===== src/hw/rtl/mscd_pkg.sv =====
// Shared types, codes and helper functions for the Manchester sync CRC deframer.
package mscd_pkg;

  // Sync word length in bits (4 to 32)
  localparam int SYNC_BITS = 8;
  localparam int SYNC_FILL_W = $clog2(SYNC_BITS + 1);
  localparam int PATTERN_W = 8;

  localparam logic [7:0] CRC_POLY = 8'h07;
  localparam logic [7:0] MIN_LENGTH = 8'd2;
  localparam logic [PATTERN_W-1:0] SYNC_RESET = 8'hCB;

  // Configuration register indexes
  localparam logic CFG_INVERT_POLARITY = 1'b0;
  localparam logic CFG_SYNC_PATTERN = 1'b1;

  // Result kinds
  localparam logic [2:0] KIND_DATA = 3'd0;
  localparam logic [2:0] KIND_GOOD = 3'd1;
  localparam logic [2:0] KIND_CRC_ERR = 3'd2;
  localparam logic [2:0] KIND_LEN_ERR = 3'd3;
  localparam logic [2:0] KIND_MAN_ERR = 3'd4;
  localparam logic [2:0] KIND_TRUNC = 3'd5;

  typedef enum logic [3:0] {
    PH_HUNT = 4'b0001,
    PH_LEN  = 4'b0010,
    PH_PAY  = 4'b0100,
    PH_CRC  = 4'b1000
  } phase_t;

  typedef struct packed {
    logic first_chip;
    logic second_chip;
    logic end_of_burst;
  } in_item_t;

  typedef struct packed {
    logic [2:0] kind;
    logic [7:0] data_byte;
    logic [7:0] message_type;
    logic [7:0] sequence_number;
    logic [7:0] data_count;
  } out_item_t;

  typedef struct packed {
    logic                 invert_polarity;
    logic [PATTERN_W-1:0] sync_pattern;
  } cfg_t;

  // CRC-8, MSB first, one byte per call
  function automatic logic [7:0] crc8_update(input logic [7:0] crc, input logic [7:0] data);
    logic [7:0] c;
    c = crc ^ data;
    for (int k = 0; k < 8; k++) begin
      c = c[7] ? ({c[6:0], 1'b0} ^ CRC_POLY) : {c[6:0], 1'b0};
    end
    return c;
  endfunction

  // Sync pattern fitted to SYNC_BITS: truncated or zero-extended
  function automatic logic [SYNC_BITS-1:0] sync_target(input logic [PATTERN_W-1:0] pat);
    logic [SYNC_BITS-1:0] t;
    t = '0;
    for (int i = 0; i < SYNC_BITS; i++) begin
      if (i < PATTERN_W) begin
        t[i] = pat[i % PATTERN_W];
      end
    end
    return t;
  endfunction

endpackage


===== src/hw/rtl/mscd_in_if.sv =====
// Chip-pair request channel: valid/ready handshake with the input fields.
interface mscd_in_if;
  logic valid;
  logic ready;
  logic first_chip;
  logic second_chip;
  logic end_of_burst;

  modport source (output valid, output first_chip, output second_chip,
                  output end_of_burst, input ready);
  modport sink   (input valid, input first_chip, input second_chip,
                  input end_of_burst, output ready);
endinterface


===== src/hw/rtl/mscd_out_if.sv =====
// Result request channel: valid/ready handshake with the result fields.
interface mscd_out_if;
  logic       valid;
  logic       ready;
  logic [2:0] kind;
  logic [7:0] data_byte;
  logic [7:0] message_type;
  logic [7:0] sequence_number;
  logic [7:0] data_count;

  modport source (output valid, output kind, output data_byte, output message_type,
                  output sequence_number, output data_count, input ready);
  modport sink   (input valid, input kind, input data_byte, input message_type,
                  input sequence_number, input data_count, output ready);
endinterface


===== src/hw/rtl/mscd_framer.sv =====
// Frame state machine: Manchester decode, sync hunt, byte assembly and CRC check.
module mscd_framer
  import mscd_pkg::*;
(
  input  logic      clk,
  input  logic      rst_n,
  input  logic      step,
  input  in_item_t  item,
  input  cfg_t      cfg,
  output logic      res_valid,
  output out_item_t res
);

  phase_t                 phase_r, phase_nxt;
  logic [SYNC_BITS-1:0]   sync_shift_r, sync_shift_nxt;
  logic [SYNC_FILL_W-1:0] sync_fill_r, sync_fill_nxt;
  logic [2:0]             bit_count_r, bit_count_nxt;
  logic [7:0]             acc_r, acc_nxt;
  logic [7:0]             frame_len_r, frame_len_nxt;
  logic [7:0]             byte_idx_r, byte_idx_nxt;
  logic [7:0]             crc_r, crc_nxt;
  logic [7:0]             held_type_r, held_type_nxt;
  logic [7:0]             held_seq_r, held_seq_nxt;

  logic                   chip_a, chip_b, bit_in;
  logic [7:0]             byte_in;
  logic [SYNC_BITS-1:0]   shift_in;
  logic [8:0]             idx_inc;

  assign chip_a   = item.first_chip ^ cfg.invert_polarity;
  assign chip_b   = item.second_chip ^ cfg.invert_polarity;
  assign bit_in   = chip_b;
  assign byte_in  = {acc_r[6:0], bit_in};
  assign shift_in = {sync_shift_r[SYNC_BITS-2:0], bit_in};
  assign idx_inc  = {1'b0, byte_idx_r} + 9'd1;

  always_comb begin
    phase_nxt      = phase_r;
    sync_shift_nxt = sync_shift_r;
    sync_fill_nxt  = sync_fill_r;
    bit_count_nxt  = bit_count_r;
    acc_nxt        = acc_r;
    frame_len_nxt  = frame_len_r;
    byte_idx_nxt   = byte_idx_r;
    crc_nxt        = crc_r;
    held_type_nxt  = held_type_r;
    held_seq_nxt   = held_seq_r;
    res_valid      = 1'b0;
    res            = '0;

    if (step) begin
      if (item.end_of_burst || (chip_a == chip_b)) begin
        // burst end or bad chip pair: abort and hunt again
        res_valid      = (phase_r != PH_HUNT);
        res.kind       = item.end_of_burst ? KIND_TRUNC : KIND_MAN_ERR;
        phase_nxt      = PH_HUNT;
        sync_shift_nxt = '0;
        sync_fill_nxt  = '0;
        bit_count_nxt  = '0;
        acc_nxt        = '0;
      end else if (phase_r == PH_HUNT) begin
        sync_shift_nxt = shift_in;
        if (sync_fill_r != SYNC_FILL_W'(SYNC_BITS)) begin
          sync_fill_nxt = sync_fill_r + 1'b1;
        end
        if ((sync_fill_nxt == SYNC_FILL_W'(SYNC_BITS)) &&
            (shift_in == sync_target(cfg.sync_pattern))) begin
          phase_nxt     = PH_LEN;
          bit_count_nxt = '0;
          acc_nxt       = '0;
          crc_nxt       = '0;
          byte_idx_nxt  = '0;
          frame_len_nxt = '0;
        end
      end else if (bit_count_r != 3'd7) begin
        acc_nxt       = byte_in;
        bit_count_nxt = bit_count_r + 3'd1;
      end else begin
        bit_count_nxt = '0;
        acc_nxt       = '0;
        unique case (phase_r)
          PH_LEN: begin
            if (byte_in < MIN_LENGTH) begin
              res_valid      = 1'b1;
              res.kind       = KIND_LEN_ERR;
              phase_nxt      = PH_HUNT;
              sync_shift_nxt = '0;
              sync_fill_nxt  = '0;
            end else begin
              frame_len_nxt = byte_in;
              crc_nxt       = crc8_update(8'h00, byte_in);
              byte_idx_nxt  = '0;
              phase_nxt     = PH_PAY;
            end
          end
          PH_PAY: begin
            crc_nxt = crc8_update(crc_r, byte_in);
            if (byte_idx_r == 8'd0) begin
              held_type_nxt = byte_in;
            end else if (byte_idx_r == 8'd1) begin
              held_seq_nxt = byte_in;
            end else begin
              res_valid     = 1'b1;
              res.kind      = KIND_DATA;
              res.data_byte = byte_in;
            end
            byte_idx_nxt = idx_inc[7:0];
            if (idx_inc >= {1'b0, frame_len_r}) begin
              phase_nxt = PH_CRC;
            end
          end
          PH_CRC: begin
            res_valid      = 1'b1;
            phase_nxt      = PH_HUNT;
            sync_shift_nxt = '0;
            sync_fill_nxt  = '0;
            if (byte_in == crc_r) begin
              res.kind            = KIND_GOOD;
              res.message_type    = held_type_r;
              res.sequence_number = held_seq_r;
              res.data_count      = frame_len_r - MIN_LENGTH;
            end else begin
              res.kind = KIND_CRC_ERR;
            end
          end
          default: begin
            phase_nxt = PH_HUNT;
          end
        endcase
      end
    end
  end

  always_ff @(posedge clk) begin
    if (!rst_n) begin
      phase_r      <= PH_HUNT;
      sync_shift_r <= '0;
      sync_fill_r  <= '0;
      bit_count_r  <= '0;
      acc_r        <= '0;
      frame_len_r  <= '0;
      byte_idx_r   <= '0;
      crc_r        <= '0;
      held_type_r  <= '0;
      held_seq_r   <= '0;
    end else begin
      phase_r      <= phase_nxt;
      sync_shift_r <= sync_shift_nxt;
      sync_fill_r  <= sync_fill_nxt;
      bit_count_r  <= bit_count_nxt;
      acc_r        <= acc_nxt;
      frame_len_r  <= frame_len_nxt;
      byte_idx_r   <= byte_idx_nxt;
      crc_r        <= crc_nxt;
      held_type_r  <= held_type_nxt;
      held_seq_r   <= held_seq_nxt;
    end
  end

endmodule


===== src/hw/rtl/manchester_sync_crc_deframer.sv =====
// Top level of the Manchester deframer with sync hunt and CRC-8 frame check.
//
// Usage:
//   in_chan  - one request per Manchester chip pair, or an end-of-burst mark
//              (chips ignored then). Valid/ready, taken when both are high.
//   out_chan - zero or one result request per input request: data bytes as
//              they arrive, then one status (good, crc, length, manchester,
//              truncated). Data bytes precede the verdict; drop them on bad
//              status.
//   cfg_*    - write port: index 0 polarity invert, index 1 sync word. Write
//              only while idle.
// Timing:
//   An accepted request lands in the input register, is decoded when the
//   result register is free or draining, and any result is then registered
//   there, driving out_chan.valid. One request per cycle while out_chan.ready
//   stays high; the limit is the single framer update per cycle.
// Reset: synchronous, active low; both registers empty, framer hunting for
//   sync, polarity normal, sync word 0xCB.
// Stall: with out_chan.ready low, the output register holds its result and
//   the input register holds one more request; in_chan.ready then drops.
module manchester_sync_crc_deframer
  import mscd_pkg::*;
(
  input  logic                 clk,
  input  logic                 rst_n,
  mscd_in_if.sink              in_chan,
  mscd_out_if.source           out_chan,
  input  logic                 cfg_we,
  input  logic                 cfg_index,
  input  logic [PATTERN_W-1:0] cfg_data
);

  // configuration registers
  cfg_t      cfg_r;

  // input register stage
  logic      s_valid_r;
  in_item_t  s_item_r;

  // result register stage
  logic      o_valid_r;
  out_item_t o_item_r;

  logic      advance;
  logic      res_valid;
  out_item_t res;

  // the stage moves when the result slot is free or being drained
  assign advance       = s_valid_r && (!o_valid_r || out_chan.ready);
  assign in_chan.ready = !s_valid_r || advance;

  always_ff @(posedge clk) begin
    if (!rst_n) begin
      cfg_r.invert_polarity <= 1'b0;
      cfg_r.sync_pattern    <= SYNC_RESET;
    end else if (cfg_we) begin
      unique case (cfg_index)
        CFG_INVERT_POLARITY: cfg_r.invert_polarity <= cfg_data[0];
        CFG_SYNC_PATTERN:    cfg_r.sync_pattern    <= cfg_data;
        default: ;
      endcase
    end
  end

  always_ff @(posedge clk) begin
    if (!rst_n) begin
      s_valid_r <= 1'b0;
    end else if (in_chan.ready) begin
      s_valid_r <= in_chan.valid;
    end
  end

  always_ff @(posedge clk) begin
    if (in_chan.ready && in_chan.valid) begin
      s_item_r.first_chip   <= in_chan.first_chip;
      s_item_r.second_chip  <= in_chan.second_chip;
      s_item_r.end_of_burst <= in_chan.end_of_burst;
    end
  end

  mscd_framer u_framer (
    .clk       (clk),
    .rst_n     (rst_n),
    .step      (advance),
    .item      (s_item_r),
    .cfg       (cfg_r),
    .res_valid (res_valid),
    .res       (res)
  );

  always_ff @(posedge clk) begin
    if (!rst_n) begin
      o_valid_r <= 1'b0;
    end else if (advance && res_valid) begin
      o_valid_r <= 1'b1;
    end else if (out_chan.ready) begin
      o_valid_r <= 1'b0;
    end
  end

  always_ff @(posedge clk) begin
    if (advance && res_valid) begin
      o_item_r <= res;
    end
  end

  assign out_chan.valid           = o_valid_r;
  assign out_chan.kind            = o_item_r.kind;
  assign out_chan.data_byte       = o_item_r.data_byte;
  assign out_chan.message_type    = o_item_r.message_type;
  assign out_chan.sequence_number = o_item_r.sequence_number;
  assign out_chan.data_count      = o_item_r.data_count;

endmodule

===== src/flat_wrapper.sv =====
// flat-port wrapper written by rule: the top's interface ports become plain ports
module manchester_sync_crc_deframer_flat import mscd_pkg::*;
  (clk, rst_n, cfg_we, cfg_index, cfg_data, in_chan_valid, in_chan_first_chip, in_chan_second_chip, in_chan_end_of_burst, in_chan_ready, out_chan_valid, out_chan_kind, out_chan_data_byte, out_chan_message_type, out_chan_sequence_number, out_chan_data_count, out_chan_ready);
  mscd_in_if in_chan_i ();
  mscd_out_if out_chan_i ();
  input  logic clk;
  input  logic rst_n;
  input  logic cfg_we;
  input  logic cfg_index;
  input  logic [PATTERN_W-1:0] cfg_data;
  input wire logic [$bits(in_chan_i.valid)-1:0] in_chan_valid;
  input wire logic [$bits(in_chan_i.first_chip)-1:0] in_chan_first_chip;
  input wire logic [$bits(in_chan_i.second_chip)-1:0] in_chan_second_chip;
  input wire logic [$bits(in_chan_i.end_of_burst)-1:0] in_chan_end_of_burst;
  output wire logic [$bits(in_chan_i.ready)-1:0] in_chan_ready;
  output wire logic [$bits(out_chan_i.valid)-1:0] out_chan_valid;
  output wire logic [$bits(out_chan_i.kind)-1:0] out_chan_kind;
  output wire logic [$bits(out_chan_i.data_byte)-1:0] out_chan_data_byte;
  output wire logic [$bits(out_chan_i.message_type)-1:0] out_chan_message_type;
  output wire logic [$bits(out_chan_i.sequence_number)-1:0] out_chan_sequence_number;
  output wire logic [$bits(out_chan_i.data_count)-1:0] out_chan_data_count;
  input wire logic [$bits(out_chan_i.ready)-1:0] out_chan_ready;
  assign in_chan_i.valid = in_chan_valid;
  assign in_chan_i.first_chip = in_chan_first_chip;
  assign in_chan_i.second_chip = in_chan_second_chip;
  assign in_chan_i.end_of_burst = in_chan_end_of_burst;
  assign in_chan_ready = in_chan_i.ready;
  assign out_chan_valid = out_chan_i.valid;
  assign out_chan_kind = out_chan_i.kind;
  assign out_chan_data_byte = out_chan_i.data_byte;
  assign out_chan_message_type = out_chan_i.message_type;
  assign out_chan_sequence_number = out_chan_i.sequence_number;
  assign out_chan_data_count = out_chan_i.data_count;
  assign out_chan_i.ready = out_chan_ready;
  manchester_sync_crc_deframer u_core (.clk(clk), .rst_n(rst_n), .in_chan(in_chan_i), .out_chan(out_chan_i), .cfg_we(cfg_we), .cfg_index(cfg_index), .cfg_data(cfg_data));
endmodule

===== config.mk =====
export PLATFORM = sky130hd
export DESIGN_NAME = manchester_sync_crc_deframer_flat
export DESIGN_NICKNAME = d
export VERILOG_FILES = /design/src/hw/rtl/mscd_pkg.sv /design/src/hw/rtl/mscd_in_if.sv /design/src/hw/rtl/mscd_out_if.sv /design/src/hw/rtl/mscd_framer.sv /design/src/hw/rtl/manchester_sync_crc_deframer.sv /design/src/flat_wrapper.sv
export SDC_FILE = /design/constraint.sdc
export NUM_CORES = 1
export LEC_CHECK = 0
export ABC_CLOCK_PERIOD_IN_PS = 3900
export BUFFER_PORTS_ARGS = -buffer_cell sky130_fd_sc_hd__buf_2
export CAP_MARGIN = 20
export CORE_ASPECT_RATIO = 1.5
export CORE_MARGIN = 2
export CORE_UTILIZATION = 54
export CTS_CLUSTER_DIAMETER = 80
export DETAILED_ROUTE_END_ITERATION = 6
export GPL_ROUTABILITY_DRIVEN = 0
export PLACE_DENSITY = 0.88
export RECOVER_POWER = 100
export REMOVE_ABC_BUFFERS = 1
export SYNTH_ARGS = -nofsm -noshare
export SYNTH_HDL_FRONTEND = slang
export SYNTH_HIERARCHICAL = 1
export SYNTH_SLANG_ARGS = --single-unit

===== constraint.sdc =====
create_clock -name clk -period 3.9 [get_ports clk]
set_input_delay 0.78 -clock clk [delete_from_list [all_inputs] [get_ports clk]]
set_output_delay 0.78 -clock clk [all_outputs]
set_load 0.01 [all_outputs]

* Yosys cells after proc, flatten, opt, wreduce, memory -nomap -nowiden
Index checks and enable logic that the tools add are counted.
** Storage, ports and cells
- Register bits :: 114
- Bits of input ports :: 17
- Output and inout port bits :: 37
- Word-level logic and storage cells :: 204
** Operators by class
- Add/sub/neg operators :: 4
- Order comparisons :: 2
- Equality and inequality tests :: 20
- Multiplexer cells :: 103
- Bitwise logic cells :: 28
- Reductions and logical operators :: 25
** Operators with widths (number)
- $mux 8 :: 14
- $mux 35 :: 2
- $mux 3 :: 22
- $mux 4 :: 13
- $mux 7 :: 7
- $mux 24 :: 2
- $not 3->3 :: 16
- $mux 1 :: 34
- $pmux 8 s2 :: 2
- $reduce_and 6->1 :: 3
- $eq 8x8->1 :: 2
- $pmux 4 s2 :: 2
- $pmux 7 s2 :: 1
- $ne 4x4->1 const B :: 3
- $add 8x1->9 const B :: 1
- $ge 9x8->1 :: 1
- $ne 3x3->1 const B :: 3
- $not 1->1 :: 9
- $pmux 3 s3 :: 1
- $eq 4x4->1 const B :: 2
- $eq 8x1->1 const B :: 1
- $logic_not 8->1 :: 1
- $lt 8x2->1 const B :: 1
- $reduce_and 4->1 :: 2
- other kinds (25) :: 37

* Longest topological paths before layout
- Depth after elaboration :: 21
- Depth in mapped cells :: 12
- Gate-level depth less buffers :: 11

* Modules after synthesis
Netlist, hierarchy kept.
** Modules (own cells, without submodules)
- mscd_framer :: instances 1, cells each 522, area an instance 4473.0 µm², sequential area each 1301.2 µm²
- manchester_sync_crc_deframer :: instances 1, cells each 94, area an instance 1659.1 µm², sequential area each 1361.3 µm²

* Worst setup path after synthesis
No wires, ideal clock.
- Kind :: input-to-reg
- From :: input out_chan_ready
- To :: register u_core.o_item_r (netlist bit u_core/out_chan.data_byte[0]), enable pin
- Library setup time :: 0.427 ns
- Arrival :: 3.423 ns
- Required time :: 3.473 ns
- Setup slack :: 0.050 ns
- Stages :: 10
- Buffers on the path :: 2
- Path through :: nand2b_1 > and2_1 > buf_2 > nand3_1 > nor2_1 > clkbuf_1 > o31ai_1 > o31ai_1 > nand2_1 > nor2_1
** On the way
- Longest elaborated chain between the ends :: 4
** Ends and longest elaborated chain
- start, declared :: RTL line flat_wrapper.sv:22 : input wire logic [$bits(out_chan_i.ready)-1:0] out_chan_ready;
- $logic_or 1x1->1 :: RTL line manchester_sync_crc_deframer.sv:49 : assign advance = s_valid_r && (!o_valid_r || out_chan.ready);
- $logic_and 1x1->1 :: RTL line manchester_sync_crc_deframer.sv:49
- via u_core.advance :: RTL line manchester_sync_crc_deframer.sv:44 : logic advance;
- $mux 1 :: RTL line mscd_framer.sv:51 : if (step) begin
- via u_core.res_valid :: RTL line manchester_sync_crc_deframer.sv:45 : logic res_valid;
- $logic_and 1x1->1 :: RTL line manchester_sync_crc_deframer.sv:102 : if (advance && res_valid) begin
- end signal, assigned :: RTL line manchester_sync_crc_deframer.sv:103 : o_item_r <= res;
- end, declared :: RTL line manchester_sync_crc_deframer.sv:42 : out_item_t o_item_r;
The timed path passes the listed nets, and every way through them passes these cells.
A chain may end at the register's enable or synchronous reset.

* Worst setup path after layout
- From :: register u_core.u_framer.phase_r[3]
- To :: register u_core.o_item_r (netlist bit u_core/out_chan.data_byte[3]), enable pin
** On the way
- Longest elaborated chain between the ends :: 7
- Elaborated cells on any way between the ends :: 11
- Classes of those cells :: eq/ne: 5; mux: 5; reduce/logical: 1
** Ends and longest elaborated chain
- start, declared :: RTL line mscd_framer.sv:14 : phase_t phase_r, phase_nxt;
- start signal, assigned :: RTL line mscd_framer.sv:147 : phase_r <= phase_nxt;
- $eq 4x4->1, or another cell as far along :: RTL line mscd_framer.sv:81 : unique case (phase_r)
- $pmux 1 s3 :: RTL line mscd_framer.sv:81
- $mux 1 :: RTL line mscd_framer.sv:75 : end else if (bit_count_r != 3'd7) begin
- $mux 1 :: RTL line mscd_framer.sv:61 : end else if (phase_r == PH_HUNT) begin
- $mux 1 * :: RTL line mscd_framer.sv:52 : if (item.end_of_burst || (chip_a == chip_b)) begin
- $mux 1 * :: RTL line mscd_framer.sv:51
- via u_core.res_valid :: RTL line manchester_sync_crc_deframer.sv:45
- $logic_and 1x1->1 * :: RTL line manchester_sync_crc_deframer.sv:102
The timed path passes the listed nets; every way through them passes the cells marked *.

==> out/metrics.cfg <==
[clock_network]
clockBufferDepth=2
hold_buffers=0
cts.reportedPaths.clkPinSlew_ns=0.05
cts-root-buf=clkbuf_16
cts_max_level=4
cts_buffers=17
cts_tree=built
clkSinkCount=114
clock_latency_ns=0.42
post_cts_buffers=0
cts_resized=0

[yosys]
yosys_warnings=6
ys_ff_latch=114
yosysUniqueCellTypes=73
synth_top_family_by_area=simple AND/OR/NAND/NOR gates
synth.area.mux_share=0.0277
synth-adder-area-share=0.0510
synth-edff-count=38
netlist_area_um2=6130
synth_compound_area_frac=0.142
syn_inst=616
syn_area_per_cell_um2=9.95
synth_simple_gate_area_frac=0.208
synth-seq-area-share=0.434
synth_xor_area_frac=0.0837
async_reset_ff_frac=0
ys.flop_type=dfxtp_1

[detailed_routing]
wl_per_cell_um=16.9
drt_iter0_markers=329
vias=4737
firstDrtPassIters=6
drtAntennaViolNets=0
drt_wl_total_um=13900
drc=0
vias_per_cell=5.76

[die]
die_area_um2=12200
die_y_um=135
chipWidth_um=91.0
start_util=0.555
core_um2=11100
rows=47
design.portCount=54

[sta]
finalHoldViolCount=0
rsz0062_at_grt=no
max_freq_mhz=308
maxSlewHeadroom=-0.517
worst_clock_skew_ns=0.00596
final-max-slew-violation-count=59
setup_viol=0
period_share=0.833
setup_tns_ns=0
post-route-min-period_ns=3.25
tightest_slew_ns=2.27

[grt]
grt_pass1_vias=4719
antenna_found_initial=0
grt_overflow=0
grt_use_total=0.233
grt_first_pass_wirelength_um=22500
grt_max_degree=59

[cells_and_area]
postLayoutCoreUtil=0.628
drive_gt1_frac=0.119
nets=704
diodes=0
syn_to_final_growth_pct=13.2

[placement]
place_hpwl_um=9570
portBuffers=53

[setup_path]
endpoint_kind=flip-flop
startpoint_type=flip-flop
worstSetupPathType=reg2reg
critPathRequiredTime_ns=3.94
worstPathMaxFanout=35
arrival_ns=3.29

[pwr]
power.total_w=0.00299
vdd_drop_max_uv=310
power_density_nw_per_um2=431
p_leak_nw=2.73

[run_status]
outcome=finished with violations
violations=max-capacitance violations, max-slew violations

[worst_hold_path]
holdCritPathClass=reg2reg

[job]
maxCapViolCount=1

## layer usage
layer	share of wire	global-route usage	vias up
met4	0.049	0.154	0
li1	-	-	2241
met5	0	0	-
met2	0.54	0.430	204
met1	0.36	0.234	2234
met3	0.052	0.0491	58
## per-stage QoR
| stage | setup slack (ns) | instance area, µm² | cells | hold WS, ns |
|---|---|---|---|---|
| finish | 0.652 | 6940 | 822 | 0.473 |
| global route | 0.463 | 6940 | 822 | 0.497 |
| CTS | 1.00 | 7080 | 822 | 0.471 |
| detailed placement | 1.04 | 6460 | 790 | 0.464 |
| global placement | 1.14 | 6460 | 790 | 0.450 |
| floorplan | -0.168 | 5920 | 579 | 0.436 |
## report_power, final
group | switching (W) | internal [W]
logic | 0.0000825 | 0.0000551
registers | 0.0000113 | 0.00123
clock network | 0.000568 | 0.00105
## cell usage after synthesis, drive strengths merged (6+ instances only)
cell    number  area share
a21boi      22       0.028
a21oi       17       0.015
a22o        16       0.023
and2        24       0.025
and3        11       0.011
buf         18       0.023
clkbuf      19       0.012
dfxtp       76        0.25
edfxtp      38        0.19
ha          25       0.051
inv         31       0.019
mux2i       14       0.023
nand2       57       0.035
nand2b       6      0.0086
nand3       27       0.025
nand4        6      0.0061
nand4b       7       0.010
nor2        34       0.021
nor2b       27       0.028
nor3         9      0.0092
o211ai       6       0.011
o21ai       24       0.025
o22ai        6      0.0061
xnor2       35       0.053
xor2        16       0.023
## worst paths after layout
kind | end | startpoint | cells after the start | slack (ns)
setup / recovery | u_core/out_chan.data_byte[3] | u_core/u_framer/phase_r[3] | 7 | 0.65
hold / removal | u_core/u_framer/held_type_r[3] | u_core/u_framer/held_type_r[3] | 2 | 0.47
setup reg to reg | u_core/out_chan.data_byte[3] | u_core/u_framer/phase_r[3] | 7 | 0.65
hold reg to reg | u_core/u_framer/held_type_r[3] | u_core/u_framer/held_type_r[3] | 2 | 0.47
## flip-flops by register name (all words and copies together) (netlist names), 4 cells and up
register / count
u_core/u_framer/crc_r: 8
u_core/cfg_r: 9
u_core/u_framer/held_seq_r: 8
u_core/out_chan.sequence_number: 8
u_core/out_chan.message_type: 8
u_core/u_framer/sync_fill_r: 4
u_core/u_framer/acc_r: 7
u_core/out_chan.data_byte: 8
u_core/u_framer/held_type_r: 8
u_core/u_framer/byte_idx_r: 8
u_core/u_framer/frame_len_r: 8
u_core/u_framer/phase_r: 4
u_core/out_chan.data_count: 8
u_core/u_framer/sync_shift_r: 7
## placed cells by master, fill, tap and decap left out, types with 4 or more instances in the layout
cell       Yosys  final
a21boi_0      20     22
a21oi_1       15     15
a22o_1        16     16
and2_0         0     14
and2_1        23      9
and3_1        11     11
buf_2          8     15
buf_4          3      6
clkbuf_1      19     42
clkbuf_16      0     17
clkinv_4       0      4
dfxtp_1       76     76
edfxtp_1      38     38
ha_1          25     25
inv_1         31     31
mux2i_1       14     14
nand2_1       57     57
nand2b_1       4      4
nand3_1       23     25
nand3b_1       4      4
nand4_1        6      6
nand4b_1       7      7
nor2_1        34     33
nor2b_1       25     25
nor3_1         8      9
o211ai_1       1      4
o21ai_0       15     21
o22ai_1        6      6
o31ai_1        4      4
xnor2_1       34     34
xor2_1        16     16
## area by class of cell
class / count / area, µm²
well taps: 147 / 184
fillers: 907 / 4110
repair buffers: 64 / 283
clock buffers: 19 / 453
flip-flops and latches: 114 / 2660
clock inverters: 13 / 174
multi-input cells: 434 / 3070
inverters: 31 / 116
## worst max-delay path: stages, from the launching register on
cell	delay, ns
dfxtp_1	0.41
or4b_1	0.78
nor2_1	0.48
o31ai_1	0.18
o31ai_1	0.11
nand2_1	0.14
nor2_4	0.09
clkbuf_2	0.66
## logic make-up (layout without fill, tap and decap cells)
kind of cell    Yosys count  count (layout)
compound gates          112             112
xor+xnor                 53              53
fa+ha+maj                25              25
buf+inv                  68             127
flops                   114             114
mux                      16              16
simple gates            228             228
Power figures use the tool's default switching activity.
